File: config.mk
export PLATFORM = sky130hd
export DESIGN_NAME = rectangle_region_locator
export DESIGN_NICKNAME = d
export VERILOG_FILES = /design/src/sv/rrl_pkg.sv /design/src/sv/rrl_ram.sv /design/src/sv/rrl_ctrl.sv /design/src/sv/rrl_dp.sv /design/src/sv/rectangle_region_locator.sv
export SDC_FILE = /design/constraint.sdc
export NUM_CORES = 2
export LEC_CHECK = 0
export CELL_PAD_IN_SITES_DETAIL_PLACEMENT = 1
export CELL_PAD_IN_SITES_GLOBAL_PLACEMENT = 1
export CORE_MARGIN = 2
export CORE_UTILIZATION = 25
export DETAILED_ROUTE_END_ITERATION = 8
export DONT_BUFFER_PORTS = 1
export MAX_ROUTING_LAYER = met4
export PLACE_DENSITY = 0.48
export REMOVE_ABC_BUFFERS = 1
export SLEW_MARGIN = 30
export SYNTH_ARGS = -nofsm -noshare
export SYNTH_HDL_FRONTEND = slang
export SYNTH_HIERARCHICAL = 1
export SYNTH_SLANG_ARGS = --single-unit
export TNS_END_PERCENT = 50
File: constraint.sdc
create_clock -name clock -period 11.7 [get_ports clock]
set_input_delay 1.755 -clock clock [delete_from_list [all_inputs] [get_ports clock]]
set_output_delay 1.755 -clock clock [all_outputs]
set_load 0.02 [all_outputs]
File: src/sv/rrl_pkg.sv
// Shared types and constants for the rectangle region locator.
// Used by the controller, the datapath, the top level and the checker.
package rrl_pkg;

   localparam int MAX_REGIONS_DEFAULT = 8;

   localparam int FUNC_W  = 2;
   localparam int SLOT_W  = 3;
   localparam int POS_W   = 16;
   localparam int SIZE_W  = 15;
   localparam int COUNT_W = 4;
   localparam int INDEX_W = 3;
   localparam int ENTRY_W = 2 * POS_W + 2 * SIZE_W;

   localparam logic [FUNC_W-1:0] FUNC_LOAD   = 2'd0;
   localparam logic [FUNC_W-1:0] FUNC_POINT  = 2'd1;
   localparam logic [FUNC_W-1:0] FUNC_WINDOW = 2'd2;

   typedef struct packed {
      logic signed [POS_W-1:0] x;
      logic signed [POS_W-1:0] y;
      logic [SIZE_W-1:0]       w;
      logic [SIZE_W-1:0]       h;
   } region_type;

   typedef struct packed {
      logic write_en;
      logic load_query;
      logic rd_en;
      logic finish;
   } cmd_type;

   typedef struct packed {
      logic pipe_empty;
   } status_type;

endpackage

File: src/sv/rrl_ram.sv
// Generic single-write, single-read RAM with a registered read port.
// No dependencies.
module rrl_ram #(
   parameter int WIDTH = 8,
   parameter int DEPTH = 8,
   localparam int AddrW = (DEPTH > 1) ? $clog2(DEPTH) : 1
) (
   input  logic             clock,
   input  logic             wr_en,
   input  logic [AddrW-1:0] wr_addr,
   input  logic [WIDTH-1:0] wr_data,
   input  logic             rd_en,
   input  logic [AddrW-1:0] rd_addr,
   output logic [WIDTH-1:0] rd_data
);

   logic [WIDTH-1:0] mem_ff [DEPTH];
   logic [WIDTH-1:0] rd_data_ff;

   always_ff @(posedge clock) begin
      if (wr_en) begin
         mem_ff[wr_addr] <= wr_data;
      end
      if (rd_en) begin
         rd_data_ff <= mem_ff[rd_addr];
      end
   end

   assign rd_data = rd_data_ff;

endmodule

File: src/sv/rrl_ctrl.sv
// Controller of the rectangle region locator: accepts words, sequences the table scan.
// Depends on rrl_pkg.
module rrl_ctrl #(
   parameter int MAX_REGIONS = rrl_pkg::MAX_REGIONS_DEFAULT,
   localparam int AddrW = (MAX_REGIONS > 1) ? $clog2(MAX_REGIONS) : 1,
   localparam int CntW = $clog2(MAX_REGIONS + 1)
) (
   input  logic                         clock,
   input  logic                         reset,
   input  logic                         start,
   output logic                         busy,
   input  logic [rrl_pkg::FUNC_W-1:0]   req_func,
   input  logic [rrl_pkg::SLOT_W-1:0]   req_slot,
   input  logic                         csr_valid,
   output logic                         csr_ready,
   input  logic [rrl_pkg::COUNT_W-1:0]  csr_region_count,
   output rrl_pkg::cmd_type             cmd,
   output logic [AddrW-1:0]             rd_addr,
   input  rrl_pkg::status_type          status
);
   import rrl_pkg::*;

   localparam logic [1:0] ST_IDLE  = 2'd0;
   localparam logic [1:0] ST_SCAN  = 2'd1;
   localparam logic [1:0] ST_DRAIN = 2'd2;

   logic [1:0]         state_ff, state_in;
   logic [CntW-1:0]    scan_ff, scan_in;
   logic [COUNT_W-1:0] count_ff;
   logic [CntW-1:0]    active;
   logic               accept;
   logic               is_query;
   int                 cnt_i;

   always_comb begin
      cnt_i = int'(count_ff);
      if (cnt_i > MAX_REGIONS) begin
         cnt_i = MAX_REGIONS;
      end
      active = CntW'(cnt_i);
   end

   assign busy      = (state_ff != ST_IDLE);
   assign csr_ready = 1'b1;
   assign accept    = start && !busy;
   assign is_query  = (req_func == FUNC_POINT) || (req_func == FUNC_WINDOW);
   assign rd_addr   = scan_ff[AddrW-1:0];

   always_comb begin
      state_in = state_ff;
      scan_in  = scan_ff;
      cmd      = '0;
      case (state_ff)
         ST_IDLE: begin
            if (accept) begin
               if (req_func == FUNC_LOAD) begin
                  cmd.write_en = (int'(req_slot) < MAX_REGIONS);
               end else if (is_query) begin
                  cmd.load_query = 1'b1;
                  scan_in        = '0;
                  state_in       = (active == '0) ? ST_DRAIN : ST_SCAN;
               end
            end
         end
         ST_SCAN: begin
            cmd.rd_en = 1'b1;
            scan_in   = scan_ff + 1'b1;
            if (scan_in == active) begin
               state_in = ST_DRAIN;
            end
         end
         ST_DRAIN: begin
            if (status.pipe_empty) begin
               cmd.finish = 1'b1;
               state_in   = ST_IDLE;
            end
         end
         default: begin
            state_in = ST_IDLE;
         end
      endcase
   end

   always_ff @(posedge clock) begin
      if (reset) begin
         state_ff <= ST_IDLE;
         scan_ff  <= '0;
         count_ff <= '0;
      end else begin
         state_ff <= state_in;
         scan_ff  <= scan_in;
         if (csr_valid && csr_ready) begin
            count_ff <= csr_region_count;
         end
      end
   end

endmodule

File: src/sv/rrl_dp.sv
// Datapath of the rectangle region locator: region table, distance and overlap
// pipeline, and best-candidate tracking. Depends on rrl_pkg and rrl_ram.
module rrl_dp #(
   parameter int MAX_REGIONS = rrl_pkg::MAX_REGIONS_DEFAULT,
   localparam int AddrW = (MAX_REGIONS > 1) ? $clog2(MAX_REGIONS) : 1
) (
   input  logic                              clock,
   input  logic                              reset,
   input  logic [rrl_pkg::FUNC_W-1:0]        req_func,
   input  logic [rrl_pkg::SLOT_W-1:0]        req_slot,
   input  logic signed [rrl_pkg::POS_W-1:0]  req_pos_x,
   input  logic signed [rrl_pkg::POS_W-1:0]  req_pos_y,
   input  logic [rrl_pkg::SIZE_W-1:0]        req_size_w,
   input  logic [rrl_pkg::SIZE_W-1:0]        req_size_h,
   input  rrl_pkg::cmd_type                  cmd,
   input  logic [AddrW-1:0]                  rd_addr,
   output rrl_pkg::status_type               status,
   output logic                              rsp_valid,
   output logic [rrl_pkg::INDEX_W-1:0]       rsp_region_index
);
   import rrl_pkg::*;

   localparam int CW = POS_W + 2;
   localparam int DW = POS_W + 1;
   localparam int AW2 = 2 * SIZE_W;

   function automatic logic [DW-1:0] axis_dist(logic signed [CW-1:0] p,
                                               logic signed [CW-1:0] org,
                                               logic signed [CW-1:0] fin);
      logic signed [CW:0] d;
      begin
         if (p < org) begin
            d = {org[CW-1], org} - {p[CW-1], p};
         end else if (p >= fin) begin
            d = {p[CW-1], p} - {fin[CW-1], fin} + 1'b1;
         end else begin
            d = '0;
         end
         return d[DW-1:0];
      end
   endfunction

   function automatic logic [SIZE_W-1:0] overlap_len(logic signed [CW-1:0] a0,
                                                     logic signed [CW-1:0] a1,
                                                     logic signed [CW-1:0] b0,
                                                     logic signed [CW-1:0] b1);
      logic signed [CW-1:0] lo;
      logic signed [CW-1:0] hi;
      logic signed [CW:0]   diff;
      begin
         lo   = (a0 > b0) ? a0 : b0;
         hi   = (a1 < b1) ? a1 : b1;
         diff = {hi[CW-1], hi} - {lo[CW-1], lo};
         return (hi > lo) ? diff[SIZE_W-1:0] : '0;
      end
   endfunction

   region_type        wr_entry;
   region_type        rd_entry;
   logic [ENTRY_W-1:0] rd_word;
   logic [6:0]        slot_ext;

   logic signed [CW-1:0] qx_ff, qy_ff;
   logic signed [CW-1:0] wx_ff, wy_ff, wxe_ff, wye_ff;
   logic                 win_ff;

   logic                 v1_ff, v2_ff, v3_ff;
   logic [AddrW-1:0]     idx1_ff, idx2_ff, idx3_ff;
   logic [SIZE_W-1:0]    lenx_ff, leny_ff;
   logic [DW:0]          dist2_ff, dist3_ff;
   logic [AW2-1:0]       area3_ff;

   logic                 near_found_ff, area_found_ff;
   logic [DW:0]          near_d_ff;
   logic [AW2-1:0]       area_ff;
   logic [AddrW-1:0]     near_idx_ff, area_idx_ff;

   logic                 rsp_valid_ff;
   logic [INDEX_W-1:0]   rsp_idx_ff;
   logic [AddrW-1:0]     pick;
   logic [6:0]           pick_ext;

   logic signed [CW-1:0] rx, ry, rxe, rye;
   logic [DW:0]          dist_in;

   assign slot_ext   = {{(7 - SLOT_W){1'b0}}, req_slot};
   assign wr_entry.x = req_pos_x;
   assign wr_entry.y = req_pos_y;
   assign wr_entry.w = req_size_w;
   assign wr_entry.h = req_size_h;

   rrl_ram #(
      .WIDTH(ENTRY_W),
      .DEPTH(MAX_REGIONS)
   ) u_table (
      .clock  (clock),
      .wr_en  (cmd.write_en),
      .wr_addr(slot_ext[AddrW-1:0]),
      .wr_data(wr_entry),
      .rd_en  (cmd.rd_en),
      .rd_addr(rd_addr),
      .rd_data(rd_word)
   );

   assign rd_entry = rd_word;
   assign rx  = CW'(rd_entry.x);
   assign ry  = CW'(rd_entry.y);
   assign rxe = CW'(rd_entry.x) + $signed({3'b000, rd_entry.w});
   assign rye = CW'(rd_entry.y) + $signed({3'b000, rd_entry.h});
   assign dist_in = {1'b0, axis_dist(qx_ff, rx, rxe)} + {1'b0, axis_dist(qy_ff, ry, rye)};

   always_ff @(posedge clock) begin
      if (cmd.load_query) begin
         win_ff <= (req_func == FUNC_WINDOW);
         wx_ff  <= CW'(req_pos_x);
         wy_ff  <= CW'(req_pos_y);
         wxe_ff <= CW'(req_pos_x) + $signed({3'b000, req_size_w});
         wye_ff <= CW'(req_pos_y) + $signed({3'b000, req_size_h});
         if (req_func == FUNC_WINDOW) begin
            qx_ff <= CW'(req_pos_x) + $signed({4'b0000, req_size_w[SIZE_W-1:1]});
            qy_ff <= CW'(req_pos_y) + $signed({4'b0000, req_size_h[SIZE_W-1:1]});
         end else begin
            qx_ff <= CW'(req_pos_x);
            qy_ff <= CW'(req_pos_y);
         end
      end
      idx1_ff  <= rd_addr;
      idx2_ff  <= idx1_ff;
      lenx_ff  <= overlap_len(wx_ff, wxe_ff, rx, rxe);
      leny_ff  <= overlap_len(wy_ff, wye_ff, ry, rye);
      dist2_ff <= dist_in;
      idx3_ff  <= idx2_ff;
      area3_ff <= lenx_ff * leny_ff;
      dist3_ff <= dist2_ff;
      if (v3_ff && (!near_found_ff || (dist3_ff < near_d_ff))) begin
         near_d_ff   <= dist3_ff;
         near_idx_ff <= idx3_ff;
      end
      if (v3_ff && (area3_ff > area_ff)) begin
         area_ff     <= area3_ff;
         area_idx_ff <= idx3_ff;
      end
      if (cmd.load_query) begin
         area_ff     <= '0;
         near_idx_ff <= '0;
         area_idx_ff <= '0;
      end
      if (cmd.finish) begin
         rsp_idx_ff <= pick_ext[INDEX_W-1:0];
      end
   end

   always_ff @(posedge clock) begin
      if (reset) begin
         v1_ff         <= 1'b0;
         v2_ff         <= 1'b0;
         v3_ff         <= 1'b0;
         near_found_ff <= 1'b0;
         area_found_ff <= 1'b0;
         rsp_valid_ff  <= 1'b0;
      end else begin
         v1_ff        <= cmd.rd_en;
         v2_ff        <= v1_ff;
         v3_ff        <= v2_ff;
         rsp_valid_ff <= cmd.finish;
         if (cmd.load_query) begin
            near_found_ff <= 1'b0;
            area_found_ff <= 1'b0;
         end else if (v3_ff) begin
            near_found_ff <= 1'b1;
            if (area3_ff > area_ff) begin
               area_found_ff <= 1'b1;
            end
         end
      end
   end

   assign pick     = (win_ff && area_found_ff) ? area_idx_ff : near_idx_ff;
   assign pick_ext = 7'(pick);

   assign status.pipe_empty = !(v1_ff || v2_ff || v3_ff);
   assign rsp_valid         = rsp_valid_ff;
   assign rsp_region_index  = rsp_idx_ff;

endmodule

File: src/sv/rectangle_region_locator.sv
// Rectangle region locator: table of display rectangles with point and window lookup.
// Top level joining rrl_ctrl and rrl_dp; depends on rrl_pkg.
//
// A word is taken at a rising edge with start high and busy low. A load word
// (func 0) writes one table entry in that cycle and gives no result; busy stays
// low, so loads can follow back to back. A point or window query raises busy and
// scans the first region_count entries, one entry per cycle through the table's
// read port and a distance, overlap and area pipeline. Both the overlap area and
// the distance to the query point are tracked in the same pass. The scan covers
// region_count entries, capped at the table depth; a count of zero skips the scan.
// The controller waits for the pipeline to drain before showing the result, and
// busy falls in the cycle the result is shown. The result is on rsp_region_index
// for one cycle with rsp_valid high and must be taken then. The region_count
// register is written through csr_valid and csr_ready, which is always high;
// the user must write it only while the block is idle, as the block itself
// does not enforce this.
// Reset clears the control state and region_count; table entries hold
// nothing meaningful until loaded.
module rectangle_region_locator #(
   parameter int MAX_REGIONS = rrl_pkg::MAX_REGIONS_DEFAULT
) (
   input  logic                              clock,
   input  logic                              reset,
   input  logic                              start,
   output logic                              busy,
   input  logic [rrl_pkg::FUNC_W-1:0]        req_func,
   input  logic [rrl_pkg::SLOT_W-1:0]        req_slot,
   input  logic signed [rrl_pkg::POS_W-1:0]  req_pos_x,
   input  logic signed [rrl_pkg::POS_W-1:0]  req_pos_y,
   input  logic [rrl_pkg::SIZE_W-1:0]        req_size_w,
   input  logic [rrl_pkg::SIZE_W-1:0]        req_size_h,
   output logic                              rsp_valid,
   output logic [rrl_pkg::INDEX_W-1:0]       rsp_region_index,
   input  logic                              csr_valid,
   output logic                              csr_ready,
   input  logic [rrl_pkg::COUNT_W-1:0]       csr_region_count
);
   import rrl_pkg::*;

   localparam int AddrW = (MAX_REGIONS > 1) ? $clog2(MAX_REGIONS) : 1;

   cmd_type          cmd;
   status_type       status;
   logic [AddrW-1:0] rd_addr;

   rrl_ctrl #(
      .MAX_REGIONS(MAX_REGIONS)
   ) u_ctrl (
      .clock           (clock),
      .reset           (reset),
      .start           (start),
      .busy            (busy),
      .req_func        (req_func),
      .req_slot        (req_slot),
      .csr_valid       (csr_valid),
      .csr_ready       (csr_ready),
      .csr_region_count(csr_region_count),
      .cmd             (cmd),
      .rd_addr         (rd_addr),
      .status          (status)
   );

   rrl_dp #(
      .MAX_REGIONS(MAX_REGIONS)
   ) u_dp (
      .clock           (clock),
      .reset           (reset),
      .req_func        (req_func),
      .req_slot        (req_slot),
      .req_pos_x       (req_pos_x),
      .req_pos_y       (req_pos_y),
      .req_size_w      (req_size_w),
      .req_size_h      (req_size_h),
      .cmd             (cmd),
      .rd_addr         (rd_addr),
      .status          (status),
      .rsp_valid       (rsp_valid),
      .rsp_region_index(rsp_region_index)
   );

endmodule

# == Word level (Yosys, flattened, before mapping) ==
# Memories as Yosys holds them, arrays and structs flattened. A register that Yosys moved wholly into a read port is not among the register bits.
# Index checks and enable logic that the tools add are counted.
# Widths: inputs -> output; s select.
# op_classes
n_mux,33
n_div,0
addsub,16
bitwise,0
n_mul,1
n_reduce_logical,19
order_cmp,13
shifts,0
eq_ne,10
# ops
cell,count
$mux 18,6
$add 16x16->17,4
$mux 17,4
$ge 18x17->1,2
$gt 18x18->1,2
$lt 18x16->1,2
$lt 18x17->1,2
$add 16x15->17,2
$add 17x1->17 const B,2
$sub 16x17->17,2
$sub 17x17->17,2
$gt 16x16->1,2
$gt 30x30->1,1
$mul 15x15->30,1
$sub 15x15->15,2
$add 17x17->18,1
$lt 18x18->1,1
$mux 2,8
$mux 4,4
$mux 1,8
$pmux 4 s2,1
$ne 2x1->1 const B,3
$pmux 2 s3,1
$reduce_and 5->1,1
other kinds (16),28
# totals
inputBits,75
n_memories,1
regBits,283
mem_bits_rw,496
rom_bits,0
elab_cells,122
latchBits,0
# memory_table
memory,words,word_bits,read_ports,rd_ports_with_merged_regs,write_ports,line,source
u_dp.u_table.mem_ff,8,62,1,1,1,rrl_ram.sv:17,logic [WIDTH-1:0] mem_ff [DEPTH];

# == Longest topological paths before layout ==
# logic_depth
ltp_word,8
depth_mapped,32

# == By module ==
# The synthesis kept the hierarchy.
# by_module_without_submodules
module,cells_per_inst,area_each_um2,instances
rrl_dp,3289,29794.8,1
rrl_ram,792,20853.8,1
rrl_ctrl,76,624.3,1

# == Worst setup path after synthesis ==
# No wires, ideal clock.
# synth_path
path_kind,input to register
startpoint,input req_func[0] (netlist name)
endpoint,"memory u_dp/u_table/mem_ff[0][0] (netlist name), enable pin"
t_arrival_ns,6.410
cell_stages,5
path_slack_ns,4.731
path_cell_list,inv_1 > ha_1 > and3_1 > nand2b_1 > nor3_1
# synth_rtl
element,line,source
from (decl),rectangle_region_locator.sv:26,"input logic [rrl_pkg::FUNC_W-1:0] req_func,"
to (decl),rrl_ram.sv:17,

# == Worst setup path after layout ==
# layout_path
startpoint,"register u_dp.u_table.rd_data_ff[30], in the netlist u_dp/u_table/rd_data[30] (read register of u_dp.u_table.mem_ff)"
endpoint,register u_dp.leny_ff[3]
# layout_via
elab_chain_len,4
# layout_rtl
element,line,source
from (decl),rrl_ram.sv:18,logic [WIDTH-1:0] rd_data_ff;
$add 16x16->17,rrl_dp.sv:109,"assign rye = CW'(rd_entry.y) + $signed({3'b000, rd_entry.h});"
$lt 18x17->1,rrl_dp.sv:52,hi = (a1 < b1) ? a1 : b1;
$mux 18,rrl_dp.sv:52,
$sub 15x15->15 / $gt 18x18->1 (equally long branches),"rrl_dp.sv:53, rrl_dp.sv:54",
to (signal assigned),rrl_dp.sv:130,"leny_ff <= overlap_len(wy_ff, wye_ff, ry, rye);"
to (decl),rrl_dp.sv:69,"logic [SIZE_W-1:0] lenx_ff, leny_ff;"
# Several ways; a longest one is shown, not always the timed one.
# A chain may end at the register's enable or synchronous reset.

==> reports/metrics.cfg <==
[clocking]
cts_tree = built
cts_made_buffers = 98
clk_pin_slew_ps = 60
clock-sinks = 837
clock_path_buffers = 3
htree_levels = 3
root_buffer = clkbuf_16
hold_buffers = 0
cts.repair.resized = 0
insertion_delay_ps = 740
cts_setup_buffers = 0

[critical_path]
crit_arrival_ps = 8640
critPathLaunch = u_dp/u_table/rd_data[30]$_DFFE_PP_
cp_slowest_cell = o21a_1
reg2reg_to = u_dp/leny_ff[3]$_SDFF_PP0_
worstPathMaxFanout = 17
reg2reg_from = u_dp/u_table/rd_data[30]$_DFFE_PP_
cp.required_ps = 12290
crit_type = reg -> reg
end_kind = register
critPathMaxStageDelay_ps = 750
rr_worst_depth = 29
worstSetupStartpointType = register
rrSetupSlack_ps = 3650

[placed_design]
pre_cts_ws_ps = 3660
hpwl_mm = 111
gp_congestion = 0.850
port_buffers = 0

[global_routing]
grt_pass1_wl_mm = 226
grt_max_degree = 82
grt_usage = 0.146
antenna_found_initial = 4
grt_pass1_vias = 35100
overflow = 0

[synth]
async_flop_share = 0
synth_cell_types = 94
yosysSeqAreaShare = 0.460
syn_avg_cell_area_um2 = 12.3
synth_top_flop_cell = edfxtp_1
synth_cells = 4157
ys_ff_latch = 837
yosysWarnings = 6
netlist_area_mm2 = 0.0513
synth_edf_count = 680

[detailed_routing]
vias = 32000
top_layer = met4
drt_iter0_drc = 1430
viasPerCell = 4.60
wl_met3_mm = 3.76
wl_met1_mm = 69.3
drt_wl_total_mm = 147
dr_wl_met2_mm = 70.7
drc = 0
firstDrtPassIters = 5
wire_per_inst_um = 21.1
ant_nets = 0

[timing]
timing.fmax_mhz = 124
tns_ps = 0
fin_ws_ps = 3650
max_slew.worst_pin.slew_ps = 965
slew_headroom = 0.357
slew_violations = 0
post-route-min-period_ps = 8050
finalCritPeriodShare = 0.688
finClkSkew_ps = 33.2
hold_slack_ps = 304
rsz0062_at_grt = false
finalSetupViolCount = 0
finalHoldViolCount = 0

[worst_hold_path]
worstHoldPathCells = 0
hold_end = u_dp/idx2_ff[1]$_DFF_P_
holdCritStartpoint = u_dp/idx1_ff[1]$_DFF_P_
hp-class = reg -> reg

[floorplan]
die_h_um = 457
die_w_um = 457
io_pins = 81
rows = 166
initial_core_util = 0.251
dieArea_mm2 = 0.209
core_area_mm2 = 0.204

[cells_and_area]
area_delta_synth_final_pct = 12.3
final_util = 0.282
layout-drive-gt1-share = 0.0963
nets = 4927

[pwr]
p_per_area_mw_per_mm2 = 233
vdd_drop_max_mv = 0.231
p_leak_nw = 22.4

[flow_run]
maxCapViolCount = 0

[status]
outcome = complete, no violations

## worst max-delay path by stage
| stage | endpoint | slack, ps | depth (start not counted) |
|---|---|---|---|
| finish | u_dp/leny_ff[3]$_SDFF_PP0_ | 3650 | 29 |
| detailed placement | u_dp/leny_ff[3]$_SDFF_PP0_ | 3660 | 29 |
| CTS | u_dp/leny_ff[3]$_SDFF_PP0_ | 3640 | 29 |
| floorplan | u_dp/u_table/mem_ff[0][0]$_DFFE_PP_ | 4730 | 5 |
| global placement | u_dp/leny_ff[3]$_SDFF_PP0_ | 3810 | 29 |
| global route | u_dp/leny_ff[14]$_SDFF_PP0_ | 3050 | 28 |
## cells in the final DEF, fill, tap and decap left out, types with 16 or more instances in the layout
cell type  Yosys  layout
edfxtp_1     680     680
ha_1         474     474
inv_1        423     422
nand2_1      270     270
nor2_1       253     247
fa_1         192     192
dfxtp_1      157     154
a21oi_1      141     141
and2_1       111     111
mux4_2       110     110
xnor2_1      107     107
o21ai_0      105     105
clkbuf_16      0      99
xor2_1        74      74
mux2i_1       73      73
a21o_1        71      71
nand3_1       65      65
nor3_1        64      62
mux2_4        60      60
nor2b_1       42      42
and3_1        42      41
buf_4          7      40
a31oi_1       34      34
nand2b_1      34      33
o22ai_1       30      30
or3_1         28      28
nand4_1       27      27
o211ai_1      27      27
a211oi_1      26      26
o21a_1        24      24
o21bai_1      24      24
clkinv_1       1      21
clkinv_2       0      18
clkbuf_1      63      17
a211o_1       16      16
## Yosys cell counts, types with 9 or more instances
| master | count | area share |
|---|---|---|
| nor3_1 | 64 | 0.0062 |
| nor3b_1 | 9 | 0.0013 |
| fa_1 | 192 | 0.075 |
| o21bai_1 | 24 | 0.0035 |
| mux2i_1 | 73 | 0.014 |
| nor2_1 | 253 | 0.019 |
| a311oi_1 | 15 | 0.0026 |
| o21a_1 | 24 | 0.0035 |
| ha_1 | 474 | 0.12 |
| o311ai_1 | 12 | 0.0020 |
| buf_2 | 23 | 0.0022 |
| or3_1 | 28 | 0.0034 |
| clkbuf_1 | 63 | 0.0046 |
| dfxtp_1 | 157 | 0.061 |
| o21ai_1 | 15 | 0.0015 |
| xor2_1 | 74 | 0.013 |
| a31oi_1 | 34 | 0.0041 |
| a211oi_1 | 26 | 0.0038 |
| nand3_1 | 65 | 0.0063 |
| a21oi_1 | 141 | 0.014 |
| a211o_1 | 16 | 0.0027 |
| nand4_1 | 27 | 0.0033 |
| o22ai_1 | 30 | 0.0037 |
| edfxtp_1 | 680 | 0.40 |
| a21o_1 | 71 | 0.010 |
| and3_1 | 42 | 0.0051 |
| and4_1 | 9 | 0.0015 |
| a21boi_0 | 11 | 0.0016 |
| mux4_1 | 14 | 0.0072 |
| nor2b_1 | 42 | 0.0051 |
| nand2b_1 | 34 | 0.0041 |
| inv_1 | 423 | 0.031 |
| o2111ai_1 | 11 | 0.0019 |
| o31ai_1 | 13 | 0.0019 |
| o21ai_0 | 105 | 0.010 |
| and2_1 | 111 | 0.014 |
| mux2_4 | 60 | 0.018 |
| nand2_1 | 270 | 0.020 |
| nor4_1 | 10 | 0.0012 |
| mux4_2 | 110 | 0.048 |
| xnor2_1 | 107 | 0.018 |
| o211ai_1 | 27 | 0.0040 |
## per-stage QoR
step	std cells	total power, mW	cell area, um^2
after floorplan	4045	8.67	50700
after global placement	6774	10.5	54400
after detailed placement	6774	10.6	54400
after CTS	6955	13.7	57600
after global routing	6957	14.7	57600
final	6957	13.4	57600
## report_power, final
group	leakage (nW)	switching (mW)	total (mW)	internal (mW)
combinational	13.4	3.70	6.44	2.74
sequential	7.46	0.402	3.95	3.54
clock	1.56	1.29	3.03	1.75
total	22.4	5.39	13.4	8.03
## kinds of logic (layout without fill, tap and decap cells)
| group | after synthesis | in the layout | synth area share |
|---|---|---|---|
| xor+xnor | 184 | 184 | 0.0322 |
| flops | 837 | 837 | 0.460 |
| compound gates | 659 | 659 | 0.0881 |
| fa+ha+maj | 672 | 672 | 0.192 |
| simple gates | 997 | 997 | 0.0946 |
| buf+inv | 536 | 646 | 0.0431 |
| mux | 271 | 271 | 0.0904 |
| other cells | 1 | 3 | 0.0000731 |
## critical path: cells and delay by family (launching register included)
kind            cells  cell delay [ps]
mux                 1              300
simple gates        3              320
compound gates     18             4960
flops               1              430
fa+ha+maj           5             1610
xor+xnor            1              220
buf+inv             1               60
## state kept, by name, summed over array words and instances, names as in the netlist, 18 cells and up
name,flops
u_dp/area3_ff,30
u_dp/area_ff,30
u_dp/dist2_ff,18
u_dp/dist3_ff,18
u_dp/near_d_ff,18
u_dp/u_table/mem_ff,496
u_dp/u_table/rd_data,62
## final cells by class
class / instances / area, um^2
repair buffers: 41 / 320
diodes: 2 / 5.00
well taps: 2688 / 3360
flip-flops and latches: 837 / 23600
multi-input cells: 2784 / 25600
clock buffers: 121 / 2600
fillers: 22200 / 147000
clock inverters: 60 / 571
inverters: 424 / 1590
## routing by layer
metal | GRT usage | vias up
li1 | - | 15200
met1 | 0.189 | 16400
met2 | 0.241 | 308
met3 | 0.0187 | 152
met4 | 0.0337 | 0
met5 | - | -
Power figures use the tool's default switching activity.
